**src/sv/tle_pkg.sv**
```systemverilog
// Package for the terminal line editor: character codes, FSM states and the result item type.
// Used by the output register and the top level.
`default_nettype none

package tle_pkg;

    localparam int TLE_LINE_DEPTH = 32;

    localparam logic [7:0] CH_CR    = 8'h0D;
    localparam logic [7:0] CH_LF    = 8'h0A;
    localparam logic [7:0] CH_BS    = 8'h08;
    localparam logic [7:0] CH_DEL   = 8'h7F;
    localparam logic [7:0] CH_SPACE = 8'h20;

    localparam logic DEST_ECHO = 1'b0;
    localparam logic DEST_SINK = 1'b1;

    typedef enum logic [1:0] {
        ST_IDLE,
        ST_ERASE,
        ST_READ
    } t_state;

    typedef struct packed {
        logic       dest;
        logic [7:0] out_byte;
        logic       byte_valid;
        logic       last;
    } t_result;

endpackage

`default_nettype wire

```
**src/sv/tle_if.sv**
```systemverilog
// Valid/ready channels of the terminal line editor: received bytes in, result items out.
// No dependencies.
`default_nettype none

interface tle_rx_if;
    logic       valid;
    logic       ready;
    logic [7:0] rx_byte;

    modport source (output valid, output rx_byte, input ready);
    modport sink   (input valid, input rx_byte, output ready);
endinterface

interface tle_res_if;
    logic       valid;
    logic       ready;
    logic       dest;
    logic [7:0] out_byte;
    logic       byte_valid;
    logic       last;

    modport source (output valid, output dest, output out_byte, output byte_valid,
                    output last, input ready);
    modport sink   (input valid, input dest, input out_byte, input byte_valid,
                    input last, output ready);
endinterface

`default_nettype wire

```
**src/sv/tle_line_ram.sv**
```systemverilog
// Line memory of the terminal line editor: one write port, one read port, registered read.
// Depends on nothing but its parameters.
`default_nettype none

module tle_line_ram #(
    parameter int DEPTH  = 31,
    parameter int ADDR_W = 5
) (
    input  wire logic              i_clk,
    input  wire logic              i_we,
    input  wire logic [ADDR_W-1:0] i_waddr,
    input  wire logic [7:0]        i_wdata,
    input  wire logic              i_re,
    input  wire logic [ADDR_W-1:0] i_raddr,
    output logic [7:0]             o_rdata
);

    logic [7:0] r_mem [DEPTH];
    logic [7:0] r_rdata;

    always_ff @(posedge i_clk) begin
        if (i_we) begin
            r_mem[i_waddr] <= i_wdata;
        end
    end

    // hold read data until the next read
    always_ff @(posedge i_clk) begin
        if (i_re) begin
            r_rdata <= r_mem[i_raddr];
        end
    end

    assign o_rdata = r_rdata;

endmodule

`default_nettype wire

```
**src/sv/tle_out_reg.sv**
```systemverilog
// Output register of the terminal line editor: holds one result item until the sink takes it.
// Depends on tle_pkg and the tle_res_if interface.
`default_nettype none

module tle_out_reg
    import tle_pkg::*;
(
    input  wire logic    i_clk,
    input  wire logic    i_rst_n,
    input  wire logic    i_load,
    input  wire t_result i_item,
    output logic         o_free,
    tle_res_if.source    o_res
);

    logic    r_valid;
    logic    n_valid;
    t_result r_item;

    assign o_free  = !r_valid || o_res.ready;
    assign n_valid = i_load || (r_valid && !o_res.ready);

    always_ff @(posedge i_clk) begin
        if (!i_rst_n) begin
            r_valid <= 1'b0;
        end else begin
            r_valid <= n_valid;
        end
    end

    always_ff @(posedge i_clk) begin
        if (i_load) begin
            r_item <= i_item;
        end
    end

    assign o_res.valid      = r_valid;
    assign o_res.dest       = r_item.dest;
    assign o_res.out_byte   = r_item.out_byte;
    assign o_res.byte_valid = r_item.byte_valid;
    assign o_res.last       = r_item.last;

endmodule

`default_nettype wire

```
**src/sv/terminal_line_editor.sv**
```systemverilog
// Terminal line editor: builds a line of up to LINE_DEPTH-1 bytes in a one-port-read line memory.
// An echo or an empty-line marker appears in the cycle after its byte is accepted.
// Erase: backspace, space, backspace. Line end: one byte per cycle while the output register is
// free, after the registered read of the line memory; the next byte is taken once the run is out.
// Reset clears the fill count, the FSM and the output register; the line memory is not cleared.
`default_nettype none

module terminal_line_editor
    import tle_pkg::*;
#(
    parameter int LINE_DEPTH = TLE_LINE_DEPTH
) (
    input  wire logic i_clk,
    input  wire logic i_rst_n,
    tle_rx_if.sink    i_rx,
    tle_res_if.source o_res
);

    localparam int CAP    = LINE_DEPTH - 1;
    localparam int CNT_W  = $clog2(LINE_DEPTH);
    localparam int ADDR_W = (CAP > 1) ? $clog2(CAP) : 1;
    localparam logic [CNT_W-1:0] CAP_C = CNT_W'(CAP);

    t_state           r_state;
    t_state           n_state;
    logic [CNT_W-1:0] r_count;
    logic [CNT_W-1:0] n_count;
    logic [CNT_W-1:0] r_len;
    logic [CNT_W-1:0] n_len;
    logic [CNT_W-1:0] r_idx;
    logic [CNT_W-1:0] n_idx;
    logic [CNT_W-1:0] r_emit_idx;
    logic [CNT_W-1:0] n_emit_idx;
    logic             r_dv;
    logic             n_dv;
    logic             r_step;
    logic             n_step;

    logic       out_free;
    logic       load;
    t_result    item;
    logic       mem_we;
    logic       mem_re;
    logic [7:0] rd_data;
    logic       accept;
    logic       is_eol;
    logic       is_erase;
    logic       emit;
    logic       emit_last;

    assign accept    = i_rx.valid && i_rx.ready;
    assign is_eol    = (i_rx.rx_byte == CH_CR) || (i_rx.rx_byte == CH_LF);
    assign is_erase  = (i_rx.rx_byte == CH_BS) || (i_rx.rx_byte == CH_DEL);
    assign emit      = (r_state == ST_READ) && r_dv && out_free;
    assign emit_last = (CNT_W'(r_emit_idx + 1'b1) == r_len);

    always_comb begin
        n_state = r_state;
        case (r_state)
            ST_IDLE: begin
                if (accept && (is_eol || is_erase) && (r_count != '0)) begin
                    n_state = is_eol ? ST_READ : ST_ERASE;
                end
            end
            ST_ERASE: begin
                if (out_free && r_step) begin
                    n_state = ST_IDLE;
                end
            end
            ST_READ: begin
                if (emit && emit_last) begin
                    n_state = ST_IDLE;
                end
            end
            default: n_state = ST_IDLE;
        endcase
    end

    always_comb begin
        i_rx.ready = 1'b0;
        load       = 1'b0;
        item       = '0;
        mem_we     = 1'b0;
        mem_re     = 1'b0;
        n_count    = r_count;
        n_len      = r_len;
        n_idx      = r_idx;
        n_emit_idx = r_emit_idx;
        n_dv       = r_dv;
        n_step     = r_step;
        case (r_state)
            ST_IDLE: begin
                i_rx.ready = out_free;
                if (accept) begin
                    if (is_eol) begin
                        n_count = '0;
                        if (r_count == '0) begin
                            load            = 1'b1;
                            item.dest       = DEST_SINK;
                            item.byte_valid = 1'b0;
                            item.last       = 1'b1;
                        end else begin
                            n_len      = r_count;
                            n_idx      = '0;
                            n_emit_idx = '0;
                            n_dv       = 1'b0;
                        end
                    end else if (is_erase) begin
                        if (r_count != '0) begin
                            n_count         = r_count - 1'b1;
                            n_step          = 1'b0;
                            load            = 1'b1;
                            item.dest       = DEST_ECHO;
                            item.out_byte   = CH_BS;
                            item.byte_valid = 1'b1;
                        end
                    end else if (r_count < CAP_C) begin
                        mem_we          = 1'b1;
                        n_count         = r_count + 1'b1;
                        load            = 1'b1;
                        item.dest       = DEST_ECHO;
                        item.out_byte   = i_rx.rx_byte;
                        item.byte_valid = 1'b1;
                        item.last       = 1'b1;
                    end
                end
            end
            ST_ERASE: begin
                if (out_free) begin
                    load            = 1'b1;
                    n_step          = 1'b1;
                    item.dest       = DEST_ECHO;
                    item.out_byte   = r_step ? CH_BS : CH_SPACE;
                    item.byte_valid = 1'b1;
                    item.last       = r_step;
                end
            end
            ST_READ: begin
                load            = emit;
                item.dest       = DEST_SINK;
                item.out_byte   = rd_data;
                item.byte_valid = 1'b1;
                item.last       = emit_last;
                if (emit) begin
                    n_emit_idx = r_emit_idx + 1'b1;
                end
                // advance the read while the held byte leaves or none is held
                mem_re = (!r_dv || emit) && (r_idx < r_len);
                if (mem_re) begin
                    n_idx = r_idx + 1'b1;
                end
                n_dv = mem_re || (r_dv && !emit);
            end
            default: begin
            end
        endcase
    end

    always_ff @(posedge i_clk) begin
        if (!i_rst_n) begin
            r_state <= ST_IDLE;
            r_count <= '0;
            r_dv    <= 1'b0;
        end else begin
            r_state <= n_state;
            r_count <= n_count;
            r_dv    <= n_dv;
        end
    end

    always_ff @(posedge i_clk) begin
        r_len      <= n_len;
        r_idx      <= n_idx;
        r_emit_idx <= n_emit_idx;
        r_step     <= n_step;
    end

    tle_line_ram #(
        .DEPTH  (CAP),
        .ADDR_W (ADDR_W)
    ) u_ram (
        .i_clk   (i_clk),
        .i_we    (mem_we),
        .i_waddr (r_count[ADDR_W-1:0]),
        .i_wdata (i_rx.rx_byte),
        .i_re    (mem_re),
        .i_raddr (r_idx[ADDR_W-1:0]),
        .o_rdata (rd_data)
    );

    tle_out_reg u_out (
        .i_clk   (i_clk),
        .i_rst_n (i_rst_n),
        .i_load  (load),
        .i_item  (item),
        .o_free  (out_free),
        .o_res   (o_res)
    );

    a_count_cap: assert property (@(posedge i_clk) disable iff (!i_rst_n)
        r_count <= CAP_C)
        else $error("fill count beyond capacity");

    a_echo_next: assert property (@(posedge i_clk) disable iff (!i_rst_n)
        (accept && !is_eol && !is_erase && (r_count < CAP_C))
        |=> (o_res.valid && (o_res.dest == DEST_ECHO) && o_res.last))
        else $error("stored byte not echoed");

    a_eol_clears: assert property (@(posedge i_clk) disable iff (!i_rst_n)
        (accept && is_eol) |=> (r_count == '0))
        else $error("line end did not clear the line");

    a_read_order: assert property (@(posedge i_clk) disable iff (!i_rst_n)
        ((r_state == ST_READ) && r_dv) |-> ((r_emit_idx < r_idx) && (r_idx <= r_len)))
        else $error("line read out of order");

    a_no_input_busy: assert property (@(posedge i_clk) disable iff (!i_rst_n)
        (r_state != ST_IDLE) |-> !i_rx.ready)
        else $error("input taken during a run");

endmodule

`default_nettype wire
```
**src/flat_wrapper.sv**
```systemverilog
// flat-port wrapper written by rule: the top's interface ports become plain ports
module terminal_line_editor_flat import tle_pkg::*;
#(
    parameter int LINE_DEPTH = TLE_LINE_DEPTH
)
  (i_clk, i_rst_n, i_rx_valid, i_rx_rx_byte, i_rx_ready, o_res_valid, o_res_dest, o_res_out_byte, o_res_byte_valid, o_res_last, o_res_ready);
  tle_rx_if i_rx_i ();
  tle_res_if o_res_i ();
  input  wire logic i_clk;
  input  wire logic i_rst_n;
  input wire logic [$bits(i_rx_i.valid)-1:0] i_rx_valid;
  input wire logic [$bits(i_rx_i.rx_byte)-1:0] i_rx_rx_byte;
  output wire logic [$bits(i_rx_i.ready)-1:0] i_rx_ready;
  output wire logic [$bits(o_res_i.valid)-1:0] o_res_valid;
  output wire logic [$bits(o_res_i.dest)-1:0] o_res_dest;
  output wire logic [$bits(o_res_i.out_byte)-1:0] o_res_out_byte;
  output wire logic [$bits(o_res_i.byte_valid)-1:0] o_res_byte_valid;
  output wire logic [$bits(o_res_i.last)-1:0] o_res_last;
  input wire logic [$bits(o_res_i.ready)-1:0] o_res_ready;
  assign i_rx_i.valid = i_rx_valid;
  assign i_rx_i.rx_byte = i_rx_rx_byte;
  assign i_rx_ready = i_rx_i.ready;
  assign o_res_valid = o_res_i.valid;
  assign o_res_dest = o_res_i.dest;
  assign o_res_out_byte = o_res_i.out_byte;
  assign o_res_byte_valid = o_res_i.byte_valid;
  assign o_res_last = o_res_i.last;
  assign o_res_i.ready = o_res_ready;
  terminal_line_editor #(.LINE_DEPTH(LINE_DEPTH)) u_core (.i_clk(i_clk), .i_rst_n(i_rst_n), .i_rx(i_rx_i), .o_res(o_res_i));
endmodule
```
**config.mk**
```make
export PLATFORM = sky130hd
export DESIGN_NAME = terminal_line_editor_flat
export DESIGN_NICKNAME = d
export VERILOG_FILES = /design/src/sv/tle_pkg.sv /design/src/sv/tle_if.sv /design/src/sv/tle_line_ram.sv /design/src/sv/tle_out_reg.sv /design/src/sv/terminal_line_editor.sv /design/src/flat_wrapper.sv
export SDC_FILE = /design/constraint.sdc
export NUM_CORES = 1
export LEC_CHECK = 0
export BUFFER_PORTS_ARGS = -buffer_cell sky130_fd_sc_hd__buf_2
export CAP_MARGIN = 20
export CORE_ASPECT_RATIO = 1.2
export CORE_MARGIN = 3
export CORE_UTILIZATION = 40
export CTS_BUF_LIST = sky130_fd_sc_hd__clkbuf_4 sky130_fd_sc_hd__clkbuf_8
export DETAILED_ROUTE_END_ITERATION = 12
export GPL_ROUTABILITY_DRIVEN = 0
export GPL_TIMING_DRIVEN = 0
export SYNTH_ARGS = -nofsm -noshare
export SYNTH_HDL_FRONTEND = slang
export SYNTH_SLANG_ARGS = --single-unit
```
**constraint.sdc**
```tcl
create_clock -name i_clk -period 3.51 [get_ports i_clk]
set_input_delay 0.702 -clock i_clk [delete_from_list [all_inputs] [get_ports i_clk]]
set_output_delay 0.702 -clock i_clk [all_outputs]
set_load 0.05 [all_outputs]
```
=== Word level (Yosys, flattened, before mapping) ===
Memories as Yosys holds them, arrays and structs flattened. A register that Yosys moved wholly into a read port is not among the register bits.
Cells that the tools add are included.

* $lt $le $gt $ge: 2
* Muxes and demuxes: 54
* Add/sub/neg operators: 4
* Reduce and logical (&&, ||, !) cells: 34
* Bitwise logic cells: 1
* Equality and inequality tests: 20

{| class="wikitable"
|+ Operators with widths
! operator !! count
|-
| 2-to-1 mux 5 bit || 10
|-
| case mux 11 bit (3 select lines) || 1
|-
| 2-to-1 mux 10 bit || 3
|-
| 2-to-1 mux 1 bit || 26
|-
| equality test 8 x 4 -> 1 bit (second input constant) || 3
|-
| case mux 5 bit (2 select lines) || 2
|-
| != test 2 x 1 -> 1 bit (second input constant) || 8
|-
| adder 5 x 1 -> 5 bit (second input constant) || 3
|-
| AND reduction 4 bit || 3
|-
| 2-to-1 mux 11 bit || 1
|-
| logical AND 1 bit || 10
|-
| 2-to-1 mux 2 bit || 5
|-
| AND reduction 5 bit || 2
|-
| equality test 8 x 7 -> 1 bit (second input constant) || 1
|-
| 2-to-1 mux 8 bit || 1
|-
| != test 2 bit (second input constant) || 4
|-
| logical OR 1 bit || 7
|-
| 2-to-1 mux 6 bit || 1
|-
| case mux 2 bit (3 select lines) || 1
|-
| AND reduction 6 bit || 1
|-
| equality test 5 bit || 1
|-
| zero test 5 bit || 1
|-
| less-than comparator 5 bit || 1
|-
| less-than comparator 5 bit (second input constant) || 1
|-
| other kinds (13) || 18
|}

* Memory bits (writable): 248
* Bits in registers: 36
* Memories kept: 1

{| class="wikitable"
|+ Memories
! memory !! words !! bits a word !! read ports !! clocked after Yosys merged registers in !! write ports !! RTL line !! RTL
|-
| u_core.u_ram.r_mem || 31 || 8 || 1 || 1 || 1 || tle_line_ram.sv:18 || <nowiki>logic [7:0] r_mem [DEPTH];</nowiki>
|}

=== Longest topological paths before layout ===
* Depth after elaboration: 8
* Depth in mapped cells: 9
* Depth with buffers taken out: 9

=== Cells and area by module ===
A second synthesis with hierarchy kept.

* Cells, all modules: 771
* Area total of the unflattened synthesis: 12423.2 µm²

{| class="wikitable"
|+ Modules (own cells, without submodules)
! module !! cells an instance !! area an instance (µm²) !! instances
|-
| tle_line_ram || 561 || 10188.5 || 1
|-
| terminal_line_editor || 195 || 1855.5 || 1
|-
| tle_out_reg || 15 || 379.1 || 1
|}

=== Worst setup path after synthesis ===
OpenSTA, ideal clock, no wires.

* Kind: in2reg
* Start: input port o_res_ready
* End: register u_core.u_out.r_item, in the netlist u_core.u_out.o_res.byte_valid (enable)
* Stages: 5
* Data arrival time: 3216 ps
* Library setup time: 383 ps
* Buffers on the path: 0
* Slack: -89 ps
* Required time: 3127 ps
* Path through: nor2b_1 nor3_1 nand2_1 or4_1 o211ai_1

* Longest elaborated chain between the ends: 5

{| class="wikitable"
|+ Ends and longest elaborated chain
! element !! RTL line !! RTL
|-
| from (decl) || flat_wrapper.sv:19 || <nowiki>input wire logic [$bits(o_res_i.ready)-1:0] o_res_ready;</nowiki>
|-
| logical OR 1 bit || tle_out_reg.sv:20 || <nowiki>assign o_free = !r_valid || o_res.ready;</nowiki>
|-
| 2-to-1 mux 1 bit || terminal_line_editor.sv:91 || <nowiki>case (r_state)</nowiki>
|-
| named net i_rx_ready || flat_wrapper.sv:13 || <nowiki>output wire logic [$bits(i_rx_i.ready)-1:0] i_rx_ready;</nowiki>
|-
| logical AND 1 bit || terminal_line_editor.sv:51 || <nowiki>assign accept = i_rx.valid && i_rx.ready;</nowiki>
|-
| 2-to-1 mux 1 bit || terminal_line_editor.sv:94 || <nowiki>if (accept) begin</nowiki>
|-
| case mux 1 bit (3 select lines) || terminal_line_editor.sv:91 ||
|-
| named net u_core.load || terminal_line_editor.sv:40 || <nowiki>logic load;</nowiki>
|-
| to (signal assigned) || tle_out_reg.sv:33 || <nowiki>r_item <= i_item;</nowiki>
|-
| to (decl) || tle_out_reg.sv:18 || <nowiki>t_result r_item;</nowiki>
|}

The timed path passes the listed nets, and every way through them passes these cells.
A chain may end at the register's enable or synchronous reset.

=== Worst setup path after layout ===
* Start: register u_core.r_state[1]
* End: memory u_core.u_ram.r_mem[4][5] (enable)

* Longest elaborated chain between the ends: 7

{| class="wikitable"
|+ Ends and longest elaborated chain
! element !! RTL line !! RTL
|-
| from (decl) || terminal_line_editor.sv:24 || <nowiki>t_state r_state;</nowiki>
|-
| from (signal assigned) || terminal_line_editor.sv:165 || <nowiki>r_state <= n_state;</nowiki>
|-
| zero test 2 bit * || terminal_line_editor.sv:91 ||
|-
| 2-to-1 mux 1 bit || terminal_line_editor.sv:91 ||
|-
| logical AND 1 bit || terminal_line_editor.sv:51 ||
|-
| 2-to-1 mux 1 bit || terminal_line_editor.sv:94 ||
|-
| 2-to-1 mux 1 bit * || terminal_line_editor.sv:91 ||
|-
| 2-to-1 mux 1 bit * || tle_line_ram.sv:22 || <nowiki>if (i_we) begin</nowiki>
|-
| 2-to-1 mux 1 bit (not written as such) * || tle_line_ram.sv:23 || <nowiki>r_mem[i_waddr] <= i_wdata;</nowiki>
|-
| to (decl) || tle_line_ram.sv:18 ||
|}

Mark *: on every way between the ends. The rest lies on a longest branch, timed or not.

==> run summary <==
outcome: finished, final reports clean
crit share post-route: 93.1%
Tmin final: 3.27 ns
CP endpoint kind: flip-flop
ANT cells: 0
die extent in x: 164 um
Pint: 5.29 mW
min-delay worst type: flip-flop to flip-flop
Routed WL: 26200 um
layout cell share with drive strength beyond 1: 25.4%
sequential area share after synthesis: 72.7%
sw power: 1.45 mW
Post-Synthesis Cells: 629
placed cells: 1037
leakage: 4.31 nW
RSZ-0062 raised after global routing: no
initial antenna violation count: 0
port bufs: 23
first-pass GRT wire length: 39700 um
Die Y: 195 um
Fill cells: 2536
peak per-stage delay on the critical path: 0.76 ns
Final Util: 46.1%
largest net degree at the start of global routing: 37
Synth cell types: 48
Peak VDD IR: 0.271 mV
Combinational Power Share: 3.1%
core area: 0.0291 sq mm
async set or reset register ratio after synthesis: 0%
area of the die: 0.0319 sq mm
Critical-path top delay cell: nor2_1
crit path kind: flip-flop to flip-flop
switching share of power: 21.5%
clock slew at reported path FFs: 0.06 ns
Vias: 6206
DRC viols: 0
hold-fix buffers at CTS: 0
hold slack: 0.485 ns
CP Cell Sequence: clkbuf_1 > nor2_1 > and3_1 > o211a_1 > or3b_2 > clkbuf_1 > nor2_1
CTS Buf Count: 44
Routed Antenna Nets: 0
register area: 0.00868 sq mm
multi-input logic area: 0.00310 sq mm
Place WS: -0.290 ns
# rows: 68
#FFs+latches synth: 292
initial DRC count: 581
H-tree depth: 2
DRT Pass-1 Iters: 7
Worst Setup Start Kind: flip-flop
Routed wire per std cell: 23.4 um
final worst setup slack: 0.241 ns
endpoints failing hold: 0
pins over their slew limit: 0
DP Area: 0.0125 sq mm
Layout Cells excl Fill: 1120
CTS tree: built
clock buffer depth: 3
Finished Cell Area: 0.0134 sq mm
total setup buffers inserted after CTS: 0
gr ovfl total: 0
Clock Sinks: 292
sequential share of power: 57.3%
Fmax achieved: 306 MHz
DR vias/cell: 5.54
YS warnings: 0
max-cap violations: 0
CP max FO: 10
Worst Path Arrival: 3.44 ns
Top FF cell, synth: edfxtp_1
Max transition margin: 34.0%
Layout area overhead: 12.3%
power density over the cells: 503 mW/mm^2
Initial Util: 41.0%
number of flops mapped to enable cells by yosys: 283
slew of the pin with the lowest slew margin: 0.985 ns
Global Route Usage Sum: 16.6%
WP data required: 3.68 ns
Syn Area/Cell: 19.0 sq um
Clock power frac: 39.6%
root buf cell: clkbuf_8
vias in the first global route: 6339
Final Skew: 0.0244 ns
synthesized area: 0.0119 sq mm
Finish-stage setup viols: 0
Synthesized Nets: 652
DP HPWL: 17300 um
final net count: 723
Clock Latency Late Sink: 0.57 ns
power consumption: 6.74 mW
setup TNS: 0 ns
# IOs: 25
power by group through the flow:
stage | clock [mW] | combinational [mW] | sequential [mW]
final | 2.67 | 0.209 | 3.86
after global routing | 2.88 | 0.225 | 3.86
after CTS | 2.73 | 0.211 | 3.86
after detailed placement | 0 | 0.210 | 3.94
after global placement | 0 | 0.202 | 3.93
after floorplan | 0 | 0.0752 | 3.97
layout by cell type, fill, tap and decap left out, drive strengths merged, types with 8 or more instances in the layout:
| master | count |
|---|---|
| ha | 10 |
| mux4 | 72 |
| dfxtp | 9 |
| xor2 | 9 |
| nand3 | 9 |
| inv | 10 |
| nand2 | 20 |
| mux2 | 9 |
| clkinv | 16 |
| nor2 | 47 |
| buf | 30 |
| clkbuf | 90 |
| edfxtp | 283 |
| o21ai | 15 |
| a21oi | 19 |
| mux2i | 8 |
| a22oi | 8 |
synthesized netlist by cell type (2+ instances only):
cell / instances / area share (%)
xor2_1: 9 / 0.66
a22oi_1: 8 / 0.50
nor3_1: 6 / 0.25
xnor2_1: 5 / 0.37
edfxtp_1: 283 / 71
buf_1: 2 / 0.063
and2_1: 3 / 0.16
nand4_1: 3 / 0.16
o21ai_0: 15 / 0.63
o21a_1: 4 / 0.25
buf_2: 4 / 0.17
nor2_1: 47 / 1.5
a32o_1: 3 / 0.25
and3_1: 2 / 0.10
o211ai_1: 3 / 0.19
mux4_2: 72 / 14
a221o_1: 2 / 0.17
or3b_2: 3 / 0.22
nand3b_1: 6 / 0.38
nand3_1: 9 / 0.38
clkbuf_1: 26 / 0.82
dfxtp_1: 9 / 1.5
or3_1: 3 / 0.16
inv_1: 8 / 0.25
mux2_2: 9 / 0.85
or4_1: 4 / 0.25
a21oi_1: 19 / 0.80
nand2_1: 20 / 0.63
nand2b_1: 4 / 0.21
nor2b_1: 4 / 0.21
mux2i_1: 8 / 0.67
ha_1: 10 / 1.0
layout make-up:
type | instances | share of cell area [%]
buffer | 32 | 0.952
clock buffer | 63 | 5.63
clock inverter | 18 | 0.635
inverter | 8 | 0.224
multi-input combinational | 297 | 23.1
sequential | 292 | 64.8
tap | 385 | 3.59
timing repair buffer | 25 | 1.06
logic make-up after synthesis:
family                   after synthesis  synth area share (%)
multiplexers                          89                  15.1
adder cells (fa/ha/maj)               11                  1.22
flip-flops                           292                  72.7
AND/OR/NAND/NOR                      121                  5.21
AO/OA/AOI/OAI                         62                  3.39
buffers and inverters                 40                  1.30
XOR/XNOR                              14                  1.03
worst max-delay path: cells and delay by family (launching register included):
family	cells	cell delay, ns
AO/OA/AOI/OAI	1	0.23
buffers and inverters	2	0.50
flip-flops	1	0.29
AND/OR/NAND/NOR	4	1.85
final timing paths:
| path | startpoint | to | slack [ns] | depth (start not counted) |
|---|---|---|---|---|
| worst max-delay path | u_core.r_state[1] | u_core.u_ram.r_mem[4][5] | 0.24 | 7 |
| worst min-delay path | u_core.r_count[3] | u_core.r_len[3] | 0.49 | 0 |
| worst max register to register | u_core.r_state[1] | u_core.u_ram.r_mem[4][5] | 0.24 | 7 |
| worst min register to register | u_core.r_count[3] | u_core.r_len[3] | 0.49 | 0 |
layer usage:
metal / track usage [%] / wire length (um) / share of wire, %
met5: 0 / 0 / 0
met3: 2.57 / 1230 / 4.7
met4: 4.73 / 632 / 2.4
met2: 28.8 / 13700 / 52
met1: 21.8 / 10600 / 41
sequential cells by signal (all words and copies together), names as in the netlist, 2 cells and up:
register	count
u_core.r_idx	5
u_core.u_ram.r_mem	248
u_core.r_len	5
u_core.r_state	2
u_core.u_out.o_res.out_byte	8
u_core.r_emit_idx	5
u_core.u_ram.o_rdata	8
u_core.r_count	5
repair_timing:
item | 4_1_cts | 5_1_grt
resized for setup | 0 | 1
hold endpoints to repair | 0 | 0
endpoints found under the setup margin | 0 | 1
(Power assumes the default switching activity.)
